`config.mk`:
```
export PLATFORM = sky130hd
export DESIGN_NAME = sd_card_init_sequencer
export DESIGN_NICKNAME = d
export VERILOG_FILES = /design/src/hw/rtl/sdi_pkg.sv /design/src/hw/rtl/sd_card_init_sequencer.sv /design/src/hw/rtl/sdi_step.sv
export SDC_FILE = /design/constraint.sdc
export NUM_CORES = 1
export LEC_CHECK = 0
export ABC_AREA = 1
export BUFFER_PORTS_ARGS = -buffer_cell sky130_fd_sc_hd__buf_2
export CORE_ASPECT_RATIO = 0.9
export CORE_UTILIZATION = 40
export DETAILED_ROUTE_END_ITERATION = 12
export PLACE_DENSITY_LB_ADDON = 0.15
export SYNTH_ARGS = -nofsm -noshare
export SYNTH_HDL_FRONTEND = slang
export SYNTH_SLANG_ARGS = --single-unit
export TNS_END_PERCENT = 100
```
`constraint.sdc`:
```
create_clock -name clk -period 5.65 [get_ports clk]
set_clock_uncertainty 0.1 [all_clocks]
set_input_delay 0.2825 -clock clk [delete_from_list [all_inputs] [get_ports clk]]
set_output_delay 0.2825 -clock clk [all_outputs]
set_load 0.03 [all_outputs]
```
`src/hw/rtl/sdi_pkg.sv`:
```
// ----------------------------------------------------------------------------
// sdi_pkg
// Types and constants of the SD/MMC card init sequencer.
// ----------------------------------------------------------------------------
`default_nettype none

package sdi_pkg;

	typedef enum logic [3:0] {
		PH_IDLE   = 4'd0,
		PH_CMD0   = 4'd1,
		PH_CMD8   = 4'd2,
		PH_V2POLL = 4'd3,
		PH_PROBE  = 4'd4,
		PH_V1POLL = 4'd5,
		PH_CMD2   = 4'd6,
		PH_CMD3   = 4'd7,
		PH_CMD9   = 4'd8,
		PH_CMD7   = 4'd9,
		PH_CMD16  = 4'd10,
		PH_ACMD6  = 4'd11,
		PH_DONE   = 4'd12,
		PH_FAIL   = 4'd13
	} phase_t;

	typedef struct packed {
		phase_t      phase;
		logic [1:0]  kind;
		logic        block;
		logic [15:0] addr;
		logic [3:0]  attempts;
		logic        prefix;
	} sdi_state_t;

	typedef struct packed {
		logic [1:0]  action;
		logic [5:0]  index;
		logic [31:0] argument;
		logic [1:0]  rkind;
		logic        restart;
	} sdi_cmd_t;

	localparam logic       OP_BEGIN   = 1'b0;

	localparam logic [1:0] OUT_OK     = 2'd0;
	localparam logic [1:0] OUT_CRC    = 2'd2;

	localparam logic [1:0] ACT_ISSUE  = 2'd0;
	localparam logic [1:0] ACT_DONE   = 2'd1;
	localparam logic [1:0] ACT_FAIL   = 2'd2;

	localparam logic [1:0] RK_NONE    = 2'd0;
	localparam logic [1:0] RK_SHORT   = 2'd1;
	localparam logic [1:0] RK_LONG    = 2'd2;

	localparam logic [1:0] KIND_UNKNOWN = 2'd0;
	localparam logic [1:0] KIND_MMC     = 2'd1;
	localparam logic [1:0] KIND_SD1     = 2'd2;
	localparam logic [1:0] KIND_SD2     = 2'd3;

	localparam logic [5:0] CMD_GO_IDLE      = 6'd0;
	localparam logic [5:0] CMD_SEND_OP_COND = 6'd1;
	localparam logic [5:0] CMD_ALL_SEND_CID = 6'd2;
	localparam logic [5:0] CMD_SET_RCA      = 6'd3;
	localparam logic [5:0] ACMD_SET_BUS     = 6'd6;
	localparam logic [5:0] CMD_SELECT       = 6'd7;
	localparam logic [5:0] CMD_SEND_IF_COND = 6'd8;
	localparam logic [5:0] CMD_SEND_CSD     = 6'd9;
	localparam logic [5:0] CMD_STOP         = 6'd12;
	localparam logic [5:0] CMD_SET_BLOCKLEN = 6'd16;
	localparam logic [5:0] ACMD_SD_SEND_OP  = 6'd41;
	localparam logic [5:0] CMD_APP          = 6'd55;

	localparam logic [11:0] CHECK_PATTERN   = 12'h1aa;
	localparam logic [31:0] IF_COND_ARG     = 32'h0000_01aa;
	localparam logic [31:0] OCR_ARG_HCS     = 32'h40ff_8000;
	localparam logic [31:0] OCR_ARG         = 32'h00ff_8000;
	localparam logic [31:0] STATUS_ERR_MASK = 32'hfdf9_0000;
	localparam logic [31:0] BLOCK_LEN_ARG   = 32'd512;
	localparam logic [31:0] BUS_4BIT_ARG    = 32'd2;
	localparam logic [31:0] MMC_RCA_ARG     = 32'h0001_0000;
	localparam logic [15:0] MMC_RCA         = 16'd1;
	localparam int          APP_CMD_BIT     = 5;

	localparam logic [3:0] EXTRA_ATTEMPTS_RESET = 4'd4;

endpackage

`default_nettype wire

```
`src/hw/rtl/sd_card_init_sequencer.sv`:
```
// An accepted item is held in the input stage until the output register can take it.
// Throughput: 1 item per cycle while the output is not stalled; input stage and
//   output register run concurrently, the sequencer state updates as an item moves out.
// Reset (arst_n low): sequencer idle, held card facts cleared, extra_attempts 4,
//   both stages empty.
// ----------------------------------------------------------------------------
// sd_card_init_sequencer
// SD/MMC card bring-up sequencer: one command request or verdict per accepted input.
// ----------------------------------------------------------------------------
`default_nettype none

module sd_card_init_sequencer (
	input  logic        clk,
	input  logic        arst_n,
	input  logic        cfg_valid,
	output logic        cfg_ready,
	input  logic [3:0]  extra_attempts,
	input  logic        in_valid,
	output logic        in_stall,
	input  logic        operation,
	input  logic [1:0]  outcome,
	input  logic [31:0] response_word,
	input  logic        deadline_passed,
	output logic        out_valid,
	input  logic        out_stall,
	output logic [1:0]  action,
	output logic [5:0]  command_index,
	output logic [31:0] command_argument,
	output logic [1:0]  response_kind,
	output logic        restart_timer,
	output logic [1:0]  card_kind,
	output logic        block_addressing,
	output logic [15:0] card_address,
	output logic        wide_bus
);

	logic [3:0]          extra_attempts_q;
	sdi_pkg::sdi_state_t state_q;
	sdi_pkg::sdi_state_t state_nxt;
	sdi_pkg::sdi_cmd_t   cmd_nxt;

	logic        valid_s1;
	logic        operation_s1;
	logic [1:0]  outcome_s1;
	logic [31:0] response_word_s1;
	logic        deadline_passed_s1;

	logic        out_valid_q;
	logic [1:0]  action_q;
	logic [5:0]  command_index_q;
	logic [31:0] command_argument_q;
	logic [1:0]  response_kind_q;
	logic        restart_timer_q;
	logic [1:0]  card_kind_q;
	logic        block_addressing_q;
	logic [15:0] card_address_q;
	logic        wide_bus_q;

	logic advance;
	logic move;
	logic in_take;

	assign cfg_ready = 1'b1;
	assign advance   = !out_valid_q || !out_stall;
	assign move      = valid_s1 && advance;
	assign in_stall  = valid_s1 && !advance;
	assign in_take   = in_valid && !in_stall;

	always_ff @(posedge clk or negedge arst_n) begin
		if (!arst_n) begin
			extra_attempts_q <= sdi_pkg::EXTRA_ATTEMPTS_RESET;
		end else if (cfg_valid && cfg_ready) begin
			extra_attempts_q <= extra_attempts;
		end
	end

	always_ff @(posedge clk or negedge arst_n) begin
		if (!arst_n) begin
			valid_s1    <= 1'b0;
			out_valid_q <= 1'b0;
			state_q     <= '0;
		end else begin
			if (in_take)
				valid_s1 <= 1'b1;
			else if (move)
				valid_s1 <= 1'b0;
			if (move)
				out_valid_q <= 1'b1;
			else if (!out_stall)
				out_valid_q <= 1'b0;
			if (move)
				state_q <= state_nxt;
		end
	end

	always_ff @(posedge clk) begin
		if (in_take) begin
			operation_s1       <= operation;
			outcome_s1         <= outcome;
			response_word_s1   <= response_word;
			deadline_passed_s1 <= deadline_passed;
		end
		if (move) begin
			action_q           <= cmd_nxt.action;
			command_index_q    <= cmd_nxt.index;
			command_argument_q <= cmd_nxt.argument;
			response_kind_q    <= cmd_nxt.rkind;
			restart_timer_q    <= cmd_nxt.restart;
			card_kind_q        <= state_nxt.kind;
			block_addressing_q <= state_nxt.block;
			card_address_q     <= state_nxt.addr;
			wide_bus_q         <= (state_nxt.phase == sdi_pkg::PH_DONE) &&
				((state_nxt.kind == sdi_pkg::KIND_SD1) ||
				(state_nxt.kind == sdi_pkg::KIND_SD2));
		end
	end

	sdi_step u_step (
		.st              (state_q),
		.extra_attempts  (extra_attempts_q),
		.operation       (operation_s1),
		.outcome         (outcome_s1),
		.response_word   (response_word_s1),
		.deadline_passed (deadline_passed_s1),
		.nxt             (state_nxt),
		.cmd             (cmd_nxt)
	);

	assign out_valid        = out_valid_q;
	assign action           = action_q;
	assign command_index    = command_index_q;
	assign command_argument = command_argument_q;
	assign response_kind    = response_kind_q;
	assign restart_timer    = restart_timer_q;
	assign card_kind        = card_kind_q;
	assign block_addressing = block_addressing_q;
	assign card_address     = card_address_q;
	assign wide_bus         = wide_bus_q;

endmodule

`default_nettype wire

```
`src/hw/rtl/sdi_step.sv`:
```
// ----------------------------------------------------------------------------
// sdi_step
// Next-state and next-request logic for one reported command outcome.
// ----------------------------------------------------------------------------
`default_nettype none

module sdi_step (
	input  sdi_pkg::sdi_state_t st,
	input  logic [3:0]          extra_attempts,
	input  logic                operation,
	input  logic [1:0]          outcome,
	input  logic [31:0]         response_word,
	input  logic                deadline_passed,
	output sdi_pkg::sdi_state_t nxt,
	output sdi_pkg::sdi_cmd_t   cmd
);

	function automatic logic cmd_ok(input logic [1:0] oc, input logic [5:0] ix);
		cmd_ok = (oc == sdi_pkg::OUT_OK) ||
			((oc == sdi_pkg::OUT_CRC) && ((ix == sdi_pkg::CMD_SEND_OP_COND) ||
			(ix == sdi_pkg::CMD_STOP) || (ix == sdi_pkg::ACMD_SD_SEND_OP)));
	endfunction

	function automatic sdi_pkg::sdi_cmd_t issue(input logic [5:0] ix,
		input logic [31:0] arg, input logic [1:0] rk);
		sdi_pkg::sdi_cmd_t c;
		c.action   = sdi_pkg::ACT_ISSUE;
		c.index    = ix;
		c.argument = arg;
		c.rkind    = rk;
		c.restart  = 1'b0;
		issue = c;
	endfunction

	function automatic sdi_pkg::sdi_cmd_t verdict(input logic [1:0] act);
		sdi_pkg::sdi_cmd_t c;
		c        = '0;
		c.action = act;
		verdict  = c;
	endfunction

	logic [5:0]  cur_idx;
	logic        good;
	logic        app_ok;
	logic        ready_bit;
	logic        status_err;
	logic        retry_fail;
	logic [3:0]  retry_attempts;
	logic [31:0] rca_arg;
	logic [5:0]  app_idx;
	logic [31:0] app_arg;
	logic        is_sd;

	always_comb begin
		case (st.phase)
			sdi_pkg::PH_CMD0:   cur_idx = sdi_pkg::CMD_GO_IDLE;
			sdi_pkg::PH_CMD8:   cur_idx = sdi_pkg::CMD_SEND_IF_COND;
			sdi_pkg::PH_V2POLL: cur_idx = sdi_pkg::ACMD_SD_SEND_OP;
			sdi_pkg::PH_PROBE:  cur_idx = sdi_pkg::ACMD_SD_SEND_OP;
			sdi_pkg::PH_V1POLL: cur_idx = (st.kind == sdi_pkg::KIND_MMC) ?
				sdi_pkg::CMD_SEND_OP_COND : sdi_pkg::ACMD_SD_SEND_OP;
			sdi_pkg::PH_CMD2:   cur_idx = sdi_pkg::CMD_ALL_SEND_CID;
			sdi_pkg::PH_CMD3:   cur_idx = sdi_pkg::CMD_SET_RCA;
			sdi_pkg::PH_CMD9:   cur_idx = sdi_pkg::CMD_SEND_CSD;
			sdi_pkg::PH_CMD7:   cur_idx = sdi_pkg::CMD_SELECT;
			sdi_pkg::PH_CMD16:  cur_idx = sdi_pkg::CMD_SET_BLOCKLEN;
			default:            cur_idx = sdi_pkg::ACMD_SET_BUS;
		endcase
	end

	assign app_ok         = cmd_ok(outcome, sdi_pkg::CMD_APP) &&
		response_word[sdi_pkg::APP_CMD_BIT];
	assign good           = !st.prefix && cmd_ok(outcome, cur_idx);
	assign ready_bit      = response_word[31];
	assign status_err     = |(response_word & sdi_pkg::STATUS_ERR_MASK);
	assign retry_fail     = deadline_passed && (st.attempts == 4'd0);
	assign retry_attempts = deadline_passed ? 4'(st.attempts - 4'd1) : st.attempts;
	assign rca_arg        = {st.addr, 16'h0000};
	assign is_sd          = (st.kind == sdi_pkg::KIND_SD1) || (st.kind == sdi_pkg::KIND_SD2);
	assign app_idx        = (st.phase == sdi_pkg::PH_ACMD6) ?
		sdi_pkg::ACMD_SET_BUS : sdi_pkg::ACMD_SD_SEND_OP;

	always_comb begin
		if (st.phase == sdi_pkg::PH_ACMD6)
			app_arg = sdi_pkg::BUS_4BIT_ARG;
		else if (st.phase == sdi_pkg::PH_V2POLL)
			app_arg = sdi_pkg::OCR_ARG_HCS;
		else
			app_arg = sdi_pkg::OCR_ARG;
	end

	always_comb begin
		nxt = st;
		cmd = verdict(sdi_pkg::ACT_FAIL);
		if (operation == sdi_pkg::OP_BEGIN) begin
			nxt       = '0;
			nxt.phase = sdi_pkg::PH_CMD0;
			cmd       = issue(sdi_pkg::CMD_GO_IDLE, 32'h0, sdi_pkg::RK_NONE);
		end else if (st.prefix && app_ok && st.phase != sdi_pkg::PH_IDLE &&
			st.phase != sdi_pkg::PH_DONE && st.phase != sdi_pkg::PH_FAIL) begin
			nxt.prefix = 1'b0;
			cmd        = issue(app_idx, app_arg, sdi_pkg::RK_SHORT);
		end else begin
			case (st.phase)
				sdi_pkg::PH_CMD0: begin
					if (good) begin
						nxt.attempts = extra_attempts;
						nxt.phase    = sdi_pkg::PH_CMD8;
						cmd = issue(sdi_pkg::CMD_SEND_IF_COND, sdi_pkg::IF_COND_ARG,
							sdi_pkg::RK_SHORT);
						cmd.restart  = 1'b1;
					end
				end
				sdi_pkg::PH_CMD8: begin
					nxt.phase  = (good && response_word[11:0] == sdi_pkg::CHECK_PATTERN) ?
						sdi_pkg::PH_V2POLL : sdi_pkg::PH_PROBE;
					nxt.prefix = 1'b1;
					cmd = issue(sdi_pkg::CMD_APP, rca_arg, sdi_pkg::RK_SHORT);
				end
				sdi_pkg::PH_V2POLL: begin
					if (good && ready_bit) begin
						nxt.kind   = sdi_pkg::KIND_SD2;
						nxt.block  = response_word[30];
						nxt.phase  = sdi_pkg::PH_CMD2;
						nxt.prefix = 1'b0;
						cmd = issue(sdi_pkg::CMD_ALL_SEND_CID, 32'h0, sdi_pkg::RK_LONG);
					end else if (!retry_fail) begin
						nxt.attempts = retry_attempts;
						nxt.prefix   = 1'b1;
						cmd = issue(sdi_pkg::CMD_APP, rca_arg, sdi_pkg::RK_SHORT);
					end
				end
				sdi_pkg::PH_PROBE: begin
					nxt.phase = sdi_pkg::PH_V1POLL;
					if (good) begin
						nxt.kind   = sdi_pkg::KIND_SD1;
						nxt.prefix = 1'b1;
						cmd = issue(sdi_pkg::CMD_APP, rca_arg, sdi_pkg::RK_SHORT);
					end else begin
						nxt.kind   = sdi_pkg::KIND_MMC;
						nxt.prefix = 1'b0;
						cmd = issue(sdi_pkg::CMD_SEND_OP_COND, sdi_pkg::OCR_ARG,
							sdi_pkg::RK_SHORT);
					end
				end
				sdi_pkg::PH_V1POLL: begin
					nxt.prefix = 1'b0;
					if (good && ready_bit) begin
						nxt.phase = sdi_pkg::PH_CMD2;
						cmd = issue(sdi_pkg::CMD_ALL_SEND_CID, 32'h0, sdi_pkg::RK_LONG);
					end else if (!retry_fail) begin
						nxt.attempts = retry_attempts;
						if (st.kind == sdi_pkg::KIND_MMC) begin
							cmd = issue(sdi_pkg::CMD_SEND_OP_COND, sdi_pkg::OCR_ARG,
								sdi_pkg::RK_SHORT);
						end else begin
							nxt.prefix = 1'b1;
							cmd = issue(sdi_pkg::CMD_APP, rca_arg, sdi_pkg::RK_SHORT);
						end
					end
				end
				sdi_pkg::PH_CMD2: begin
					if (good) begin
						nxt.phase = sdi_pkg::PH_CMD3;
						cmd = issue(sdi_pkg::CMD_SET_RCA,
							(st.kind == sdi_pkg::KIND_MMC) ? sdi_pkg::MMC_RCA_ARG : 32'h0,
							sdi_pkg::RK_SHORT);
					end
				end
				sdi_pkg::PH_CMD3: begin
					if (good) begin
						nxt.addr  = (st.kind == sdi_pkg::KIND_MMC) ?
							sdi_pkg::MMC_RCA : response_word[31:16];
						nxt.phase = sdi_pkg::PH_CMD9;
						cmd = issue(sdi_pkg::CMD_SEND_CSD, {nxt.addr, 16'h0000},
							sdi_pkg::RK_LONG);
					end
				end
				sdi_pkg::PH_CMD9: begin
					if (good) begin
						nxt.phase = sdi_pkg::PH_CMD7;
						cmd = issue(sdi_pkg::CMD_SELECT, rca_arg, sdi_pkg::RK_SHORT);
					end
				end
				sdi_pkg::PH_CMD7, sdi_pkg::PH_CMD16: begin
					if (good && st.phase == sdi_pkg::PH_CMD7 && !st.block) begin
						nxt.phase = sdi_pkg::PH_CMD16;
						cmd = issue(sdi_pkg::CMD_SET_BLOCKLEN, sdi_pkg::BLOCK_LEN_ARG,
							sdi_pkg::RK_SHORT);
					end else if (good && !(st.phase == sdi_pkg::PH_CMD16 && status_err)) begin
						if (is_sd) begin
							nxt.phase  = sdi_pkg::PH_ACMD6;
							nxt.prefix = 1'b1;
							cmd = issue(sdi_pkg::CMD_APP, rca_arg, sdi_pkg::RK_SHORT);
						end else begin
							nxt.phase = sdi_pkg::PH_DONE;
							cmd       = verdict(sdi_pkg::ACT_DONE);
						end
					end
				end
				sdi_pkg::PH_ACMD6: begin
					if (good && !status_err) begin
						nxt.phase = sdi_pkg::PH_DONE;
						cmd       = verdict(sdi_pkg::ACT_DONE);
					end
				end
				sdi_pkg::PH_DONE: begin
					cmd = verdict(sdi_pkg::ACT_DONE);
				end
				default: begin
					cmd = verdict(sdi_pkg::ACT_FAIL);
				end
			endcase
			// any failing branch above left the fail verdict in place
			if (cmd.action == sdi_pkg::ACT_FAIL && st.phase != sdi_pkg::PH_IDLE &&
				st.phase != sdi_pkg::PH_FAIL && st.phase != sdi_pkg::PH_DONE &&
				st.phase <= sdi_pkg::PH_ACMD6) begin
				nxt        = st;
				nxt.phase  = sdi_pkg::PH_FAIL;
				nxt.prefix = 1'b0;
			end
		end
	end

endmodule

`default_nettype wire

```
Word level (Yosys, flattened, before mapping)
Index checks and enable logic that the tools add are counted.
- bitwise operators: 1
- mux-type cells: 64
- eq/ne operators: 40
- add/subtract/negate cells: 1
- magnitude comparators: 1
- reductions and logical operators: 47
- operator list (cell ; number):
    $mux W43 ; 13
    $pmux W43 S11 ; 1
    $mux W41 ; 3
    $mux W28 ; 2
    $pmux W6 S9 ; 1
    $mux W16 ; 3
    $mux W4 ; 11
    $mux W42 ; 1
    $pmux W4 S10 ; 1
    $mux W32 ; 1
    $mux W31 ; 1
    $mux W27 ; 1
    $eq A4 B4 Y1 const B ; 6
    $logic_and A1 B1 Y1 ; 23
    $mux W17 ; 1
    $eq A4 B3 Y1 const B ; 4
    $mux W5 ; 3
    $reduce_or A13 Y1 ; 1
    $eq A12 B9 Y1 const B ; 1
    $eq A2 B2 Y1 const B ; 6
    $mux W1 ; 12
    $mux W6 ; 2
    $ne A3 B3 Y1 const B ; 4
    $pmux W4 S3 ; 1
    other kinds (32) ; 51
- input bits: 45
- flip-flop bits (word level): 133
- logic and storage cells: 177

Logic depth before layout (Yosys ltp)
Gate-level depths: netlist of the first run.
- depth after elaboration: 26
- depth in mapped cells: 18

Modules after synthesis
From an unflattened synthesis of the first run, not the netlist that was laid out.
- cells, all modules: 828
- area total of the unflattened synthesis: 7101.8 um^2
- by module, submodules not included (module ; cells each ; instances ; area each (um^2)):
    sd_card_init_sequencer ; 254 ; 1 ; 4355.4
    sdi_step ; 574 ; 1 ; 2746.4

Least setup slack after synthesis of the first run
OpenSTA, ideal clock, no wires.
- path type: flip-flop to flip-flop
- from: reg out_valid_q (netlist: out_valid)
- to: reg action_q[0] (netlist: action[0]) (enable)
- stages on the path, launching flop included: 5
- path slack: 2.555 ns
- setup time: 0.434 ns
- arrival time: 2.561 ns
- cells stage by stage: dfrtp_1 nand2_1 inv_1 nor2_1 clkbuf_1
- cells in the longest elaborated chain, start to end: 3
- RTL lines (element ; RTL line ; source):
    from (decl) ; sd_card_init_sequencer.sv:48 ; logic out_valid_q;
    from (signal assigned) ; sd_card_init_sequencer.sv:80 ; out_valid_q <= 1'b0;
    from (signal assigned) ; sd_card_init_sequencer.sv:88 ; out_valid_q <= 1'b1;
    from (signal assigned) ; sd_card_init_sequencer.sv:90 ; out_valid_q <= 1'b0;
    $logic_not A1 Y1 ; sd_card_init_sequencer.sv:64 ; assign advance = !out_valid_q || !out_stall;
    $logic_or A1 B1 Y1 ; sd_card_init_sequencer.sv:64 ;
    $logic_and A1 B1 Y1 ; sd_card_init_sequencer.sv:65 ; assign move = valid_s1 && advance;
    via move ; sd_card_init_sequencer.sv:60 ; logic move;
    to (signal assigned) ; sd_card_init_sequencer.sv:104 ; action_q <= cmd_nxt.action;
    to (decl) ; sd_card_init_sequencer.sv:49 ; logic [1:0] action_q;
The timed path passes the listed nets, and every way through them passes these cells.
A chain may end at the register's enable or synchronous reset.

Worst setup path in the final report of the first run
- from: reg state_q[26] (netlist bit)
- to: reg wide_bus_q (netlist: wide_bus), data pin
- cells in the longest elaborated chain, start to end: 26
- elaborated cells on any way between the ends: 76
- classes of those cells: order compare: 1; eq/ne: 21; mux: 29; reduce/logical: 25
- RTL lines (element ; RTL line ; source):
    from (decl) ; sd_card_init_sequencer.sv:38 ; sdi_pkg::sdi_state_t state_q;
    from (signal assigned) ; sd_card_init_sequencer.sv:92 ; state_q <= state_nxt;
    $eq A4 B3 Y1 / $eq A4 B2 Y1 (equally long branches) ; sdi_step.sv:55, sdi_step.sv:104 ;
    $reduce_or A2 Y1 (no source line) ; - ;
    $pmux W6 S9 ; sdi_step.sv:55 ; case (st.phase)
    $eq A6 B1 Y1 / $eq A6 B4 Y1 (equally long branches) ; sdi_step.sv:20, sdi_step.sv:21 ;
    $logic_or A1 B1 Y1 ; sdi_step.sv:20 ; ((oc == sdi_pkg::OUT_CRC) && ((ix == sdi_pkg::CMD_SEND_OP_COND) ||
    $logic_or A1 B1 Y1 ; sdi_step.sv:21 ; (ix == sdi_pkg::CMD_STOP) || (ix == sdi_pkg::ACMD_SD_SEND_OP)));
    $logic_and A1 B1 Y1 ; sdi_step.sv:20 ;
    $logic_or A1 B1 Y1 ; sdi_step.sv:19 ; cmd_ok = (oc == sdi_pkg::OUT_OK) ||
    [8 not listed] ; - ;
    $logic_and A1 B1 Y1 (2 in series) ; sdi_step.sv:215 ; if (cmd.action == sdi_pkg::ACT_FAIL && st.phase != sdi_pkg::PH_IDLE &&
    $logic_and A1 B1 Y1 (2 in series) ; sdi_step.sv:216 ; st.phase != sdi_pkg::PH_FAIL && st.phase != sdi_pkg::PH_DONE &&
    $mux W28 ; sdi_step.sv:215 ;
    $mux W27 (*) ; sdi_step.sv:99 ; end else if (st.prefix && app_ok && st.phase != sdi_pkg::PH_IDLE &&
    $mux W28 (*) ; sdi_step.sv:95 ; if (operation == sdi_pkg::OP_BEGIN) begin
    $eq A2 B2 Y1, on equally long branches ; sd_card_init_sequencer.sv:113, sd_card_init_sequencer.sv:114 ;
    $logic_or A1 B1 Y1 ; sd_card_init_sequencer.sv:113 ; ((state_nxt.kind == sdi_pkg::KIND_SD1) ||
    $logic_and A1 B1 Y1 (*) ; sd_card_init_sequencer.sv:112 ; wide_bus_q <= (state_nxt.phase == sdi_pkg::PH_DONE) &&
    to (signal assigned) ; sd_card_init_sequencer.sv:112 ;
    to (decl) ; sd_card_init_sequencer.sv:57 ; logic wide_bus_q;
Every way passes the cells marked *; elsewhere a longest branch is shown, timed or not. The select of a mux whose other input is x is not followed.

==> qor.csv, run 1 <==
stage,metric,value,unit
outcome,status,"finished, final reports clean",
die,I/O pins,111,
finish,share of post-route cells with drive strength above 1,23.3,%
sta,Slew HR,36.0,%
sta,Worst-Margin Slew,954,ps
sta,fin crit period,2990,ps
synthesis,register area share after synthesis,55.5,%
cts,CTS tree,built,
place,port bufs,96,
setup_path,"Max FO, Critical Path",15,
drt,first drt pass iteration count,5,
sta,final setup TNS,0,ps
place,gp weighted congestion,0.885,
cts,"CTS clk-pin slew, worst paths",50,ps
synthesis,predominant post-synthesis flop cell,edfxtp_1,
sta,RSZ-0062 raised after global routing,no,
cts,post-CTS sizing,0,
synthesis,number of synthesized flops with an enable pin,82,
cts,"Setup Fix Bufs, Post-CTS",0,
synthesis,XOR/XNOR share of the synthesized area,0.440,%
job,max-cap viol count,0,
drt,DR iter-0 viols,274,
drt,antenna-violating nets left,0,
sta,Final Hold Viols,0,
sta,hold slack,6.03,ps
die,die footprint,15400,sq um
synthesis,Synth Area in Simple Gates,25.3,%
cts,Max Buffers Root-to-Sink,2,
die,die height,118,um
cts,clk_lat worst skew,420,ps
place,Post-DP HPWL,10900,um
grt,GRT Total Usage,21.8,%
pwr,Cell Pwr Density,429,nW/um^2
sta,setup violators final,0,
pwr,maximum vdd drop,0.232,mV
synthesis,main combinational cell family by area after synthesis,simple AND/OR/NAND/NOR gates,
die,core area,14300,sq um
drt,mean routed wirelength per cell,15.8,um
synthesis,complex-gate fraction of the synthesized area,8.30,%
finish,diode count,0,
die,starting density of the core,41.7,%
cts,TritonCTS buffer count,17,
grt,initial antenna violation count,0,
cts,Clock Tree Root,clkbuf_16,
synthesis,Gate Count Post-Synth,654,
grt,vias in the first global route,4641,
synthesis,post-synthesis mux area share,0.755,%
sta,max-slew violation count,0,
die,# rows,41,
synthesis,Synth Warn #,0,
finish,final std cells w/o fill,993,
grt,grt total ovfl,0,
sta,Max Freq,335,MHz
setup_path,kind of critical path,register to register,
finish,Final nets,834,
setup_path,Crit path required time,5790,ps
grt,pin count of the biggest net entering global routing,77,
setup_path,crit start category,register,
synthesis,Post-synth ARST share,29.3,%
drt,Routed WL,15700,um
synthesis,Adder-Cell Fraction of Synth Area,0.419,%
synthesis,unique cell type count in the Yosys netlist,45,
pwr,P_leak,3.42,nW
synthesis,synthesized area per cell,9.12,sq um
setup_path,CP Data Arrival Time,3120,ps
synthesis,synthesized area,5970,sq um
finish,fill cell count,1316,
cts,CTS H-tree lvls,4,
drt,DR vias/cell,4.97,
sta,Final Cycle Share,52.8,%
finish,Area growth syn-to-layout,25.9,%
place,placed instance count,924,
drt,Via Count,4940,
hold_path,Hold Path Class,primary input to register,
cts,clock tree sinks,116,
grt,first-pass GRT wire length,24700,um
pwr,Total Power,0.00322,W
synthesis,Synth Register Bits,116,
setup_path,crit path capture type,register,
die,Die Wd,131,um
drt,DRC,0,
-- cells in the mapped netlist, types with 8 or more instances --
master    number  area [sq um]
buf_4         18           135
edfxtp_1      82          2460
o21ai_0       25           125
inv_2         12          45.0
nand4_1        9          56.3
nand2_1      144           541
o22ai_1       19           119
nor2_1        72           270
clkbuf_1       8          30.0
nand2_2       12          75.1
o21ai_1       20           100
nand3_1       52           260
dfrtp_1       33           826
a21oi_1        8          40.0
inv_1         79           297
-- final timing paths --
check	from	endpoint	slack, ps	depth (start not counted)
setup / recovery	state_q[26]	wide_bus	2660	11
hold / removal	in_valid	valid_s1	6	3
setup reg to reg	state_q[26]	wide_bus	2660	11
hold reg to reg	state_q[22]	state_q[22]	380	2
max in group asynchronous	arst_n	state_q[2]	4480	2
min in group asynchronous	arst_n	state_q[17]	410	2
-- cell type report --
class	count	area (sq um)	share of cell area, %
clock buffer	19	453	6.03
clock inverter	13	131	1.75
inverter	94	354	4.71
multi-input combinational	422	2140	28.5
sequential	116	3310	44.1
tap	193	241	3.21
timing repair buffer	136	873	11.6
-- where the power goes --
group	internal (W)	leakage, nW	total, W	switching, W
clock network	0.000669	0.291	0.00106	0.000390
logic	0.000297	1.87	0.00107	0.000772
registers	0.00103	1.26	0.00110	0.0000666
total	0.00200	3.42	0.00322	0.00123
-- cells in the final DEF, fill, tap and decap left out, types with 12 or more instances in the layout --
master / n
dfrtp_1: 33
dlygate4sd3_1: 37
buf_2: 96
clkbuf_16: 17
o22ai_1: 19
o21ai_0: 25
inv_1: 79
nand3_1: 52
nor2_1: 71
nand2_2: 12
edfxtp_1: 82
nand2_1: 144
o21ai_1: 20
inv_2: 12
-- layer usage --
metal | vias up | global-route usage, % | wire length [um]
met1 | 2326 | 31.2 | 7660
li1 | 2420 | - | -
met4 | 0 | 7.26 | 215
met3 | 16 | 5.14 | 718
met2 | 178 | 32.5 | 7130
met5 | - | 0 | 0
-- timing repair --
item                                    4_1_cts  5_1_grt
hold buffers                                 37        0
endpoints found under the setup margin        0        0
endpoints found under the hold margin        69        0
-- cells by family (layout without fill, tap and decap cells) --
| group | Yosys count | count (layout) |
|---|---|---|
| muxes | 4 | 4 |
| and+or+nand+nor | 318 | 318 |
| DFF | 116 | 116 |
| adders and majority gates | 2 | 2 |
| AOI/OAI and AO/OA | 85 | 85 |
| other | 2 | 10 |
| buffers and inverters | 124 | 262 |
| xor gates and xnor gates | 3 | 3 |
-- state kept, by name, indices dropped and copies added (netlist names), 2 cells and up --
| name | flops |
|---|---|
| command_index | 6 |
| command_argument | 20 |
| action | 2 |
| outcome_s1 | 2 |
| state_q | 28 |
| response_word_s1 | 28 |
| response_kind | 2 |
| extra_attempts_q | 4 |
| card_address | 16 |
| card_kind | 2 |
-- critical path: stages, from the launching register on --
cell	delay, ps
dfrtp_1	480
nor2_2	220
inv_1	110
nor2_1	90
inv_1	80
nand2_2	180
nand2_2	140
nor2_2	610
inv_2	310
nor2_1	270
inv_2	50
nor3_2	150
-- through the flow --
| stage | utilization, % | setup slack (ps) | instance area (sq um) |
|---|---|---|---|
| 3_3_place_gp | 45.8 | 2750 | 6560 |
| 5_1_grt | 52.5 | 2400 | 7510 |
| 4_1_cts | 52.5 | 2650 | 7510 |
| 6_report | 52.5 | 2660 | 7510 |
| 3_5_place_dp | 45.8 | 2670 | 6560 |
| 2_1_floorplan | - | 2550 | 6000 |
Power figures use the tool's default switching activity.
==> inputs of run 2 (changes only) <==
==> constraint.sdc (replaced) <==
create_clock -name clk -period 2.9 [get_ports clk]
set_clock_uncertainty 0.1 [all_clocks]
set_input_delay 0.145 -clock clk [delete_from_list [all_inputs] [get_ports clk]]
set_output_delay 0.145 -clock clk [all_outputs]
set_load 0.03 [all_outputs]
==> run 2 against run 1 <==
  * Global-route usage decreased by 0.060 points
  * Setup slack got worse by 2400 ps
  * Core utilization increased by 1.1 points
  * Critical path depth increased by 2
  * Clock power increased by 100%
  * Register-to-register slack got worse by 2400 ps
  * Critical path type unchanged
==> qor.csv, run 2 (synthesis results as in run 1) <==
stage,metric,value,unit,change
outcome,status,"finished, final reports clean",,
finish,most frequent cells in the layout,"nand2_1, buf_2, edfxtp_1",,
cts,clock tree sinks,116,,unchanged
setup_path,"Slowest-stage cell, CP",dfrtp_1,,
setup_path,CP Data Arrival Time,2670,ps,-450 ps
drt,Via Count,4908,,-0.65%
finish,Final nets,851,,+2.0%
finish,Area growth syn-to-layout,28.6,%,
die,starting density of the core,41.7,%,unchanged
setup_path,FF-to-FF Start,state_q[24],,
die,core area,14300,sq um,unchanged
job,max-cap viol count,0,,unchanged
sta,RSZ-0062 raised after global routing,no,,
setup_path,crit path capture type,register,,
setup_path,Crit path required time,2960,ps,-2830 ps
setup_path,"Max FO, Critical Path",6,,-9
grt,GRT Total Usage,21.8,%,-0.060 points
sta,Final Hold Viols,0,,unchanged
hold_path,Hold Path Class,primary input to asynchronous set/reset pin,,
grt,first-pass GRT wire length,24800,um,+0.23%
drt,first drt pass iteration count,7,,+2
setup_path,crit path launch,state_q[24],,
die,die footprint,15400,sq um,unchanged
die,# rows,41,,unchanged
setup_path,most frequent CP cell,nand2_1,,
cts,CTS H-tree lvls,4,,unchanged
drt,DRC,0,,unchanged
finish,fill cell count,1273,,-3.3%
cts,"CTS clk-pin slew, worst paths",50,ps,about the same
setup_path,crit start category,register,,
cts,TritonCTS buffer count,17,,unchanged
die,Die Wd,131,um,unchanged
cts,Max Buffers Root-to-Sink,2,,unchanged
grt,grt total ovfl,0,,unchanged
finish,final std cells w/o fill,1009,,+1.6%
drt,DR iter-0 viols,426,,+55%
sta,Worst-Margin Slew,936,ps,-18.0 ps
cts,clk_lat worst skew,420,ps,about the same
die,I/O pins,111,,unchanged
place,Placed Area,6640,sq um,+1.3%
place,dpl ws,311,ps,-2350 ps
sta,setup violators final,0,,unchanged
drt,DR vias/cell,4.86,,-2.2%
setup_path,"CP delay by family, top",simple AND/OR/NAND/NOR gates,,
die,die height,118,um,unchanged
sta,Max Freq,382,MHz,+14%
cts,Clock Tree Root,clkbuf_16,,
place,placed instance count,935,,+1.2%
finish,"Core Util, Final",53.6,%,+1.1 points
drt,Routed WL,15800,um,+0.30%
setup_path,"slowest stage delay, CP",500,ps,-110 ps
drt,antenna-violating nets left,0,,unchanged
grt,vias in the first global route,4718,,+1.7%
pwr,maximum vdd drop,0.493,mV,+110%
sta,final setup TNS,0,ps,unchanged
finish,cell area after layout,7670,sq um,+2.1%
sta,fin crit period,2620,ps,-367 ps
cts,post-CTS sizing,0,,unchanged
place,port bufs,96,,unchanged
drt,mean routed wirelength per cell,15.6,um,-1.3%
setup_path,Critical path buffers and inverters,5,,+1
cts,CTS tree,built,,
grt,pin count of the biggest net entering global routing,76,,-1.3%
finish,"commonest non-fill, non-tap cell in the layout",nand2_1,,
sta,Final Cycle Share,90.3,%,+37 points
sta,Slew HR,37.6,%,+1.6 points
setup_path,CP cell instances,inv_2 > nand2_1 > inv_2 > o21ai_0 > inv_1 > nand2_1 > inv_1 > nand2_1 > o21ai_2 > inv_2 > nand2_2 > nand2_1 > o22ai_1,,
pwr,Cell Pwr Density,837,nW/um^2,+95%
place,gp weighted congestion,0.893,,+0.85%
pwr,P_leak,3.50,nW,+2.4%
finish,share of post-route cells with drive strength above 1,23.2,%,-0.088 points
place,Post-DP HPWL,10900,um,+0.34%
finish,diode count,0,,unchanged
setup_path,kind of critical path,register to register,,
sta,max-slew violation count,0,,unchanged
sta,setup slack after layout,281,ps,-2380 ps
grt,initial antenna violation count,0,,unchanged
[run 2: timing repair]
action / 4_1_cts / 5_1_grt
endpoints found under the setup margin: 0 / 0
hold buffers: 43 / 0
hold endpoints to repair: 71 / 0
buffers inserted: 0 / 0
[run 2: power by group]
| part | internal (W) | switching, W |
|---|---|---|
| Combinational | 0.000610 | 0.00152 |
| Sequential | 0.00201 | 0.000130 |
| Clock | 0.00147 | 0.000683 |
[run 2: layout make-up]
class	instances	area (sq um)	area share, %
clock buffer	25	475	6.20
clock inverter	6	128	1.66
inverter	94	354	4.61
multi-input combinational	422	2140	27.9
sequential	116	3310	43.2
tap	193	241	3.15
timing repair buffer	153	1020	13.2
[run 2: layer usage]
metal / track usage [%] / up-vias / wire length, um
li1: - / 2451 / -
met1: 30.2 / 2275 / 7480
met2: 33.0 / 165 / 7230
met3: 5.09 / 17 / 828
met4: 7.83 / 0 / 235
met5: 0 / - / 0
[run 2: worst paths after layout]
path,to,slack (ps),depth (start not counted)
max in group asynchronous,state_q[4],1860,2
max reg2reg,command_argument[27],280,13
min reg2reg,state_q[22],380,2
min,state_q[15],270,2
min in group clk,response_word_s1[26],330,2
max,command_argument[27],280,13
[run 2: stage by stage]
| step | total power [W] | hold WS, ps |
|---|---|---|
| 6_report | 0.00642 | 268 |
| 5_1_grt | 0.00678 | 324 |
| 4_1_cts | 0.00644 | 304 |
| 3_5_place_dp | 0.00422 | 201 |
| 3_3_place_gp | 0.00422 | 196 |
| 2_1_floorplan | 0.00367 | -251 |
==> inputs of run 3 (changes only) <==
==> constraint.sdc (replaced) <==
create_clock -name clk -period 2.9 [get_ports clk]
set_clock_uncertainty 0.1 [all_clocks]
set_input_delay 0.435 -clock clk [delete_from_list [all_inputs] [get_ports clk]]
set_output_delay 0.435 -clock clk [all_outputs]
set_load 0.03 [all_outputs]
==> run 3 against run 2 <==
  * Power fell by 4.7%
  * Via count down 3.3%
  * Final area fell by 6.4%
  * Die area did not move
  * Wire length down 4.7%
  * Register-to-register slack improved by 60 ps
  * Core utilization decreased by 3.4 points
  * Sequential cell count unchanged
  * Setup slack improved by 57 ps
  * Fmax up 2.2%
  * Clock power is 12% lower
  * Critical path type unchanged
==> qor.csv, run 3 (synthesis results as in run 1) <==
stage,metric,value,unit,change
pwr,switch share,38.2,%,+1.9 points
place,port bufs,96,,unchanged
setup_path,most frequent CP cell,nand2_1,,
grt,GRT Total Usage,21.0,%,-0.76 points
pwr,Sw Pwr,0.00234,W,+0.21%
die,starting density of the core,41.7,%,unchanged
sta,Final Hold Viols,0,,unchanged
setup_path,CP cell instances,nor2_2 > nand2_4 > nand2_2 > nand2_4 > nand2_8 > nand3_4 > nand2_1 > nand2_1 > a21oi_2 > nand2_2 > nand2_1 > o22ai_1,,
place,dpl ws,343,ps,+31.8 ps
cts,Max Buffers Root-to-Sink,2,,unchanged
cts,CTS H-tree lvls,4,,unchanged
job,max-cap viol count,0,,unchanged
cts,"Setup Fix Bufs, Post-CTS",0,,unchanged
grt,pin count of the biggest net entering global routing,76,,unchanged
drt,Via Count,4745,,-3.3%
pwr,Pint,0.00378,W,-7.5%
hold_path,Hold Path Class,primary input to asynchronous set/reset pin,,
sta,setup violators final,0,,unchanged
finish,most frequent cells in the layout,"nand2_1, buf_2, edfxtp_1",,
sta,setup slack after layout,338,ps,+56.7 ps
grt,met3 usage,5.64,%,+0.55 points
place,Post-DP HPWL,11000,um,+1.3%
cts,"CTS clk-pin slew, worst paths",60,ps,about the same
die,I/O pins,111,,unchanged
cts,TritonCTS buffer count,17,,unchanged
die,# rows,41,,unchanged
sta,Max Freq,390,MHz,+2.2%
cts,clk_lat worst skew,420,ps,about the same
drt,DR iter-0 viols,360,,-15%
drt,DRC,0,,unchanged
cts,CTS tree,built,,
grt,vias in the first global route,4538,,-3.8%
cts,post-CTS sizing,0,,unchanged
setup_path,Crit path required time,2950,ps,about the same
setup_path,CP Data Arrival Time,2620,ps,-50 ps
pwr,Clk pwr share,30.9,%,-2.6 points
setup_path,R2R depth,12,,-1
die,core area,14300,sq um,unchanged
finish,diode count,0,,unchanged
finish,Area growth syn-to-layout,20.4,%,
drt,mean routed wirelength per cell,15.5,um,-0.70%
drt,DR vias/cell,4.90,,+0.77%
cts,Clock Tree Root,clkbuf_16,,
sta,fin crit period,2560,ps,-56.7 ps
setup_path,crit path capture type,register,,
drt,antenna-violating nets left,0,,unchanged
place,gp weighted congestion,0.891,,-0.16%
pwr,Gate power share,34.4,%,+1.2 points
cts,# hold bufs at CTS,0,,-100%
drt,first drt pass iteration count,7,,unchanged
grt,met2 usage,31.2,%,-1.8 points
finish,Final nets,809,,-4.9%
pwr,Total Power,0.00612,W,-4.7%
setup_path,"slowest stage delay, CP",480,ps,-20 ps
die,Die Wd,131,um,unchanged
sta,Worst-Margin Slew,905,ps,-31.2 ps
sta,Final Cycle Share,88.3,%,-2.0 points
pwr,Cell Pwr Density,852,nW/um^2,+1.8%
pwr,Flop pwr share,34.7,%,+1.4 points
cts,clock tree sinks,116,,unchanged
setup_path,"Max FO, Critical Path",14,,+8
die,die footprint,15400,sq um,unchanged
finish,"Core Util, Final",50.2,%,-3.4 points
sta,Slew HR,39.7,%,+2.1 points
sta,final setup TNS,0,ps,unchanged
pwr,maximum vdd drop,0.647,mV,+31%
pwr,P_leak,3.29,nW,-6.0%
grt,most crowded layer after global routing,met2,,
drt,Routed WL,15000,um,-4.7%
sta,RSZ-0062 raised after global routing,no,,
outcome,status,"finished, final reports clean",,
setup_path,kind of critical path,register to register,,
grt,initial antenna violation count,0,,unchanged
sta,max-slew violation count,0,,unchanged
setup_path,crit start category,register,,
finish,share of post-route cells with drive strength above 1,24.8,%,+1.6 points
grt,met1 GRT Util,29.6,%,-0.64 points
finish,fill cell count,1362,,+7.0%
die,die height,118,um,unchanged
grt,first-pass GRT wire length,23900,um,-3.4%
finish,"commonest non-fill, non-tap cell in the layout",nand2_1,,
grt,grt total ovfl,0,,unchanged
setup_path,"Slowest-stage cell, CP",dfrtp_1,,
run 3: changes by cell type in the layout (fill, tap and decap cells not counted), sizes merged:
cell / before / now
dlygate4sd3: 43 / 0
clkinv: 5 / 10
bufinv: 4 / 1
clkbuf: 25 / 22
clkinvlp: 0 / 2
buf: 110 / 111
run 3: per-stage QoR:
step	instances	area, sq um	hold WS, ps
after CTS	968	7190	64.6
after global routing	968	7190	68.2
after global placement	936	6650	363
final	968	7190	44.6
after detailed placement	936	6650	366
after floorplan	662	6000	39.4
run 3: worst paths after layout:
check	startpoint	to	slack (ps)
setup / recovery	state_q[26]	command_argument[25]	340
hold / removal	arst_n	state_q[17]	40
setup reg to reg	state_q[26]	command_argument[25]	340
hold reg to reg	state_q[22]	state_q[22]	380
max in group asynchronous	arst_n	state_q[2]	2070
min in group clk	operation	operation_s1	90
run 3: power groups by stage:
stage | Sequential [W] | Clock [W] | Combinational (W)
after CTS | 0.00213 | 0.00193 | 0.00211
after detailed placement | 0.00215 | 0 | 0.00210
after global placement | 0.00215 | 0 | 0.00209
after floorplan | 0.00229 | 0 | 0.00137
after global routing | 0.00215 | 0.00201 | 0.00234
final | 0.00212 | 0.00189 | 0.00211
run 3: layout make-up:
| cell class | count | area, sq um | share of cell area [%] |
|---|---|---|---|
| clock inverters | 10 | 83.8 | 1.17 |
| inverters | 94 | 354 | 4.93 |
| clock buffers | 22 | 454 | 6.32 |
| well taps | 193 | 241 | 3.36 |
| flip-flops and latches | 116 | 3310 | 46.1 |
| multi-input cells | 422 | 2140 | 29.8 |
| repair buffers | 111 | 593 | 8.25 |
run 3: metal layers:
layer	up-vias	wire length, um
li1	2372	-
met1	2196	7190
met2	162	6810
met3	15	855
met4	0	175
met5	-	0
run 3: worst max-delay path, delay by kind of cell, from the launching register on:
kind               cells  cell delay (ps)
and+or+nand+nor       10             1390
AOI/OAI and AO/OA      2              310
DFF                    1              480
